## src/design/vtdi_pkg.sv

```systemverilog
// Package for the vertex triple dedup indexer.
// Table sizing constants, field widths and the control/status structs.
// No dependencies.
package vtdi_pkg;

  // Table sizing
  localparam int TABLE_DEPTH = 1024;
  localparam int INDEX_BITS  = 20;

  // Fixed field widths of the item payloads
  localparam int FIELD_W = 20;
  localparam int SLOT_W  = 10;

  // Derived widths
  localparam int ADDR_W   = (TABLE_DEPTH > 1) ? $clog2(TABLE_DEPTH) : 1;
  localparam int COUNT_W  = $clog2(TABLE_DEPTH + 1);
  localparam int TRIPLE_W = 3 * INDEX_BITS;

  typedef logic [TRIPLE_W-1:0] triple_t;

  // Commands from the controller to the datapath
  typedef struct packed {
    logic start;   // latch the accepted item, clear the table if asked
    logic scan;    // advance the table scan by one entry
    logic finish;  // resolve the item and load the result register
  } vtdi_cmd_t;

  // Status from the datapath to the controller
  typedef struct packed {
    logic hit;     // compared entry matches the triple
    logic miss;    // all valid entries checked, no match
  } vtdi_status_t;

endpackage

```

## src/design/vtdi_ctrl.sv

```systemverilog
// Controller for the vertex triple dedup indexer.
// Sequences accept, scan and finish; owns the output valid flag.
// Depends on vtdi_pkg.
module vtdi_ctrl
  import vtdi_pkg::*;
(
  input  logic         clk,
  input  logic         rst,
  input  logic         in_valid,
  output logic         in_ready,
  output logic         out_valid,
  input  logic         out_ready,
  input  vtdi_status_t status,
  output vtdi_cmd_t    cmd
);

  typedef enum logic {
    ST_IDLE,
    ST_SCAN
  } state_t;

  state_t state;
  logic   out_free;
  logic   done;

  // Result register is free when empty or being taken this cycle
  assign out_free = !out_valid || out_ready;
  assign done     = status.hit || status.miss;
  assign in_ready = (state == ST_IDLE);

  // Commands to the datapath
  always_comb begin
    cmd.start  = (state == ST_IDLE) && in_valid;
    cmd.finish = (state == ST_SCAN) && done && out_free;
    cmd.scan   = (state == ST_SCAN) && !done;
  end

  // State and output valid
  always_ff @(posedge clk) begin
    if (rst) begin
      state     <= ST_IDLE;
      out_valid <= 1'b0;
    end else begin
      if (out_valid && out_ready) begin
        out_valid <= 1'b0;
      end
      unique case (state)
        ST_IDLE: begin
          if (in_valid) begin
            state <= ST_SCAN;
          end
        end
        ST_SCAN: begin
          if (done && out_free) begin
            state     <= ST_IDLE;
            out_valid <= 1'b1;
          end
        end
      endcase
    end
  end

endmodule

```

## config.mk

```make
export PLATFORM = sky130hd
export DESIGN_NAME = vtdi_ctrl
export DESIGN_NICKNAME = d
export VERILOG_FILES = /design/src/design/vtdi_pkg.sv /design/src/design/vtdi_ctrl.sv
export SDC_FILE = /design/constraint.sdc
export NUM_CORES = 1
export LEC_CHECK = 0
export ABC_AREA = 1
export BUFFER_PORTS_ARGS = -buffer_cell sky130_fd_sc_hd__buf_4
export CELL_PAD_IN_SITES_DETAIL_PLACEMENT = 1
export CELL_PAD_IN_SITES_GLOBAL_PLACEMENT = 1
export CORE_AREA = 2 2 39 41
export CTS_CLUSTER_DIAMETER = 60
export DETAILED_ROUTE_END_ITERATION = 10
export DIE_AREA = 0 0 41 43
export PLACE_DENSITY_LB_ADDON = 0.1
export SETUP_SLACK_MARGIN = 0.5
export SLEW_MARGIN = 10
export SYNTH_ARGS = -nofsm -noshare
export SYNTH_HDL_FRONTEND = slang
export SYNTH_SLANG_ARGS = --single-unit
export TNS_END_PERCENT = 100
```

## constraint.sdc

```tcl
create_clock -name clk -period 1 [get_ports clk]
set_clock_uncertainty 0.2 [all_clocks]
set_input_delay 0 -clock clk [delete_from_list [all_inputs] [get_ports clk]]
set_output_delay 0 -clock clk [all_outputs]
set_load 0.01 [all_outputs]
```

==> results.md <==
- The run finished, with violations left.
- The checks that failed: hold timing, setup timing.
- The starting density of the core is 0.0787.
- The critical path endpoint category is an output port.
- The setup slack on the worst flop-to-flop path is about 100 ps.
- The proportion of netlist area held by the largest area contributor is 0.368.
- Entering global routing, the biggest net connects 5 pins.
- Static timing analysis puts the maximum clock frequency at around 0.94 GHz.
- The height of the die is around 43 µm.
- The commonest non-fill, non-tap cell in the layout is sky130_fd_sc_hd__buf_4.
- In the layout the commonest cells are sky130_fd_sc_hd__buf_4 (8), sky130_fd_sc_hd__inv_1 (5), sky130_fd_sc_hd__clkbuf_4 (3), sky130_fd_sc_hd__nand2_1 (2), sky130_fd_sc_hd__buf_6 (2).
- The average footprint of a synthesized cell is 6.05 µm².
- TritonCTS built the clock tree.
- The startpoint identified for the worst register-to-register timing path is state.
- Setup repair after global routing could not meet its margin everywhere.
- The critical path in this run is classified as reg2out.
- The cell count of the worst reg-to-reg path is 4.
- The endpoint identified for the worst register-to-register timing path is state.
- Summed over all layers, the global routing overflow is 0.
- The post-layout utilization of the core is 0.182.
- In the post-route analysis, the smallest setup slack over all paths is -60.0 ps.
- The first-pass GRT wire length is 572 µm.
- The number of distinct library cells after synthesis is 9.
- The cell area after synthesis is 109 µm².
- The routed layout has 145 vias.
- The data arrival at the endpoint of the critical path is 860 ps.
- The worst pin sits at a relative slew slack of 0.905.
- The number of clock buffers added by TritonCTS is 3.
- The core region is 1380 µm².
- For the worst-skew pair, the clock arrives at the later sink with an insertion delay of ~220 ps.
- The maximum buffer depth of the clock tree is 2.
- The number of levels in the clock H-tree is 1.
- The number of sinks on the clock net is 2.
- CTS placed an instance of sky130_fd_sc_hd__clkbuf_4 at the clock tree root.
- The top-level port count is 11.
- Counting every instance in the synthesized netlist gives 18.
- The number of warnings printed during yosys synthesis is 0.
- In the global route stage, overall resource usage came out at 0.0511.
- Dividing the final minimum period by the clock period gives 1.06.
- The final layout contains 39 nets.
- The number of antenna cells inserted is 0.
- The ratio of total power to cell area is between 1000 and 1500 nW/µm².
- Final hold analysis gives a worst-case slack of -251 ps.
- The number of max-cap violations is 0.
- For this run, the detailed router's first-pass iteration total came to 1.
- The synthesized design spends more area on one cell type than any other, namely sky130_fd_sc_hd__dfxtp_1.
- The share of the Yosys chip area taken by registers is 0.368.
- The cell count of the worst hold path is 2.
- The via count of the first global-routing pass was 160.
- The completed layout was analyzed and its total power is 0.351 mW.
- The floorplan step set the die width to 41 µm.
- The half-perimeter wire length after detailed placement is 298 µm.
- The worst path required time is around 800 ps.
- In the final routed layout, each cell accounts on average for 8.23 µm.
- The highest fanout seen on the critical path is 4.
- For hold timing, the worst endpoint is out_valid.
- The number of DRC markers after the initial detailed-route iteration is 0.
- The type of the tightest min-delay check is in2reg.
- For this run, design rule violations remaining after detail routing come to 0.
- The static leakage power is between 0.1 and 0.15 nW.
- The fraction of final layout cells sized beyond drive strength 1 is 0.677.
- The worst-case IR drop observed on VDD is between 0.0002 and 0.00025 V.
- The number of nets with antenna violations after detailed routing is 0.
- Post-CTS timing repair inserted 0 buffers for setup.
- The time the worst path needs with I/O delays and setup is 1060 ps.
- The worst setup timing slack at the placement stage is 100 ps.
- The final-report max-slew violation count is 0.
- The via density per instance is 3.09.
- The startpoint of the lowest-slack hold path is rst.
- The synthesized net count is 24.
- For this block, the routed nets add up to 387 µm of wire.
- For the pin with the worst max-slew slack, the measured transition is between 100 and 150 ps.
- The congestion estimate from routability-driven global placement came to ~0.65.
- The non-filler instance count after layout is 47.
- Setup violations remaining at the end of the flow were counted as 3.
- The category of the worst setup path launch point is a flop.
- The number of placed instances, taps included, is 44.
- The number of antenna violations at the first check in global routing was 0.
- Sorting the synthesized cells by area gives the leading types as sky130_fd_sc_hd__dfxtp_1 (37%), sky130_fd_sc_hd__inv_1 (21%), sky130_fd_sc_hd__nand2_1 (10%).
- The layout overhead on the synthesized area is 131%.
- The die covers 1760 µm².
- The total count of hold-check failures in the final report came to 2.
- The clock slew seen by the registers of the worst setup and hold paths is roughly 30 ps.
- The flip-flop and latch count after synthesis is 2.
- The number of input and output port buffers inserted is 10.
- The floorplan has 14 rows.
[worst max path at each step]
stage | slack, ps | startpoint | cells past startpoint | endpoint
after global placement | 100 | state | 4 | state
after detailed placement | 100 | state | 4 | state
after global routing | -100 | out_valid | 4 | cmd[0]
final | -60 | state | 3 | cmd[1]
after floorplan | 150 | out_valid | 4 | state
after CTS | -50 | state | 3 | cmd[0]
[metal layers]
layer | global-route usage | vias up | routed length, µm
met2 | 0.0625 | 5 | 204
met3 | 0.0157 | 0 | 18
met4 | 0.0600 | 0 | 0
li1 | - | 77 | -
met1 | 0.0605 | 63 | 164
met5 | 0 | - | 0
[area by class of cell]
cell class | count | area, µm²
fill | 167 | 1130
timing repair buffer | 10 | 82.6
multi-input combinational | 9 | 52.6
sequential | 2 | 45.0
inverter | 7 | 28.8
clock buffer | 3 | 22.5
tap | 16 | 20.0
[critical path, stage by stage, from the launching register on]
cell and delay [ps]:
sky130_fd_sc_hd__dfxtp_4 380, sky130_fd_sc_hd__inv_4 50, sky130_fd_sc_hd__nor2_1 90, sky130_fd_sc_hd__buf_4 120
[through the flow]
stage          area, µm²  TNS [ps]
2_1_floorplan        111         0
3_3_place_gp         206         0
3_5_place_dp         206         0
4_1_cts              239      -106
5_1_grt              251      -234
6_report             251      -119
[logic make-up after synthesis]
logic type             share of synthesized area
flip-flops                                 0.368
AO/OA/AOI/OAI                              0.172
buffers and inverters                      0.241
AND/OR/NAND/NOR                            0.218
[registers in the layout, indices dropped and copies added, names as in the netlist]
signal and flops:
out_valid 1, state 1
[repair_timing]
action	CTS	global route
endpoints found under the setup margin	7	7
hold endpoints to repair	2	2
pin swaps	1	2
resized for setup	3	5
[where the power goes]
group          switching (mW)  internal, mW  leakage (nW)
logic                  0.0343        0.0442         0.107
registers             0.00906        0.0872        0.0175
clock network          0.0438         0.132        0.0138
total                  0.0872         0.264         0.138
[synthesized netlist by cell type]
cell type                 instances
sky130_fd_sc_hd__inv_2            1
sky130_fd_sc_hd__inv_1            6
sky130_fd_sc_hd__a21oi_1          1
sky130_fd_sc_hd__dfxtp_1          2
sky130_fd_sc_hd__nand2_1          3
sky130_fd_sc_hd__nand3_1          1
sky130_fd_sc_hd__o21ai_0          1
sky130_fd_sc_hd__a21oi_2          1
sky130_fd_sc_hd__nor2_1           2
Note: power is estimated with default switching activity, not from simulation.
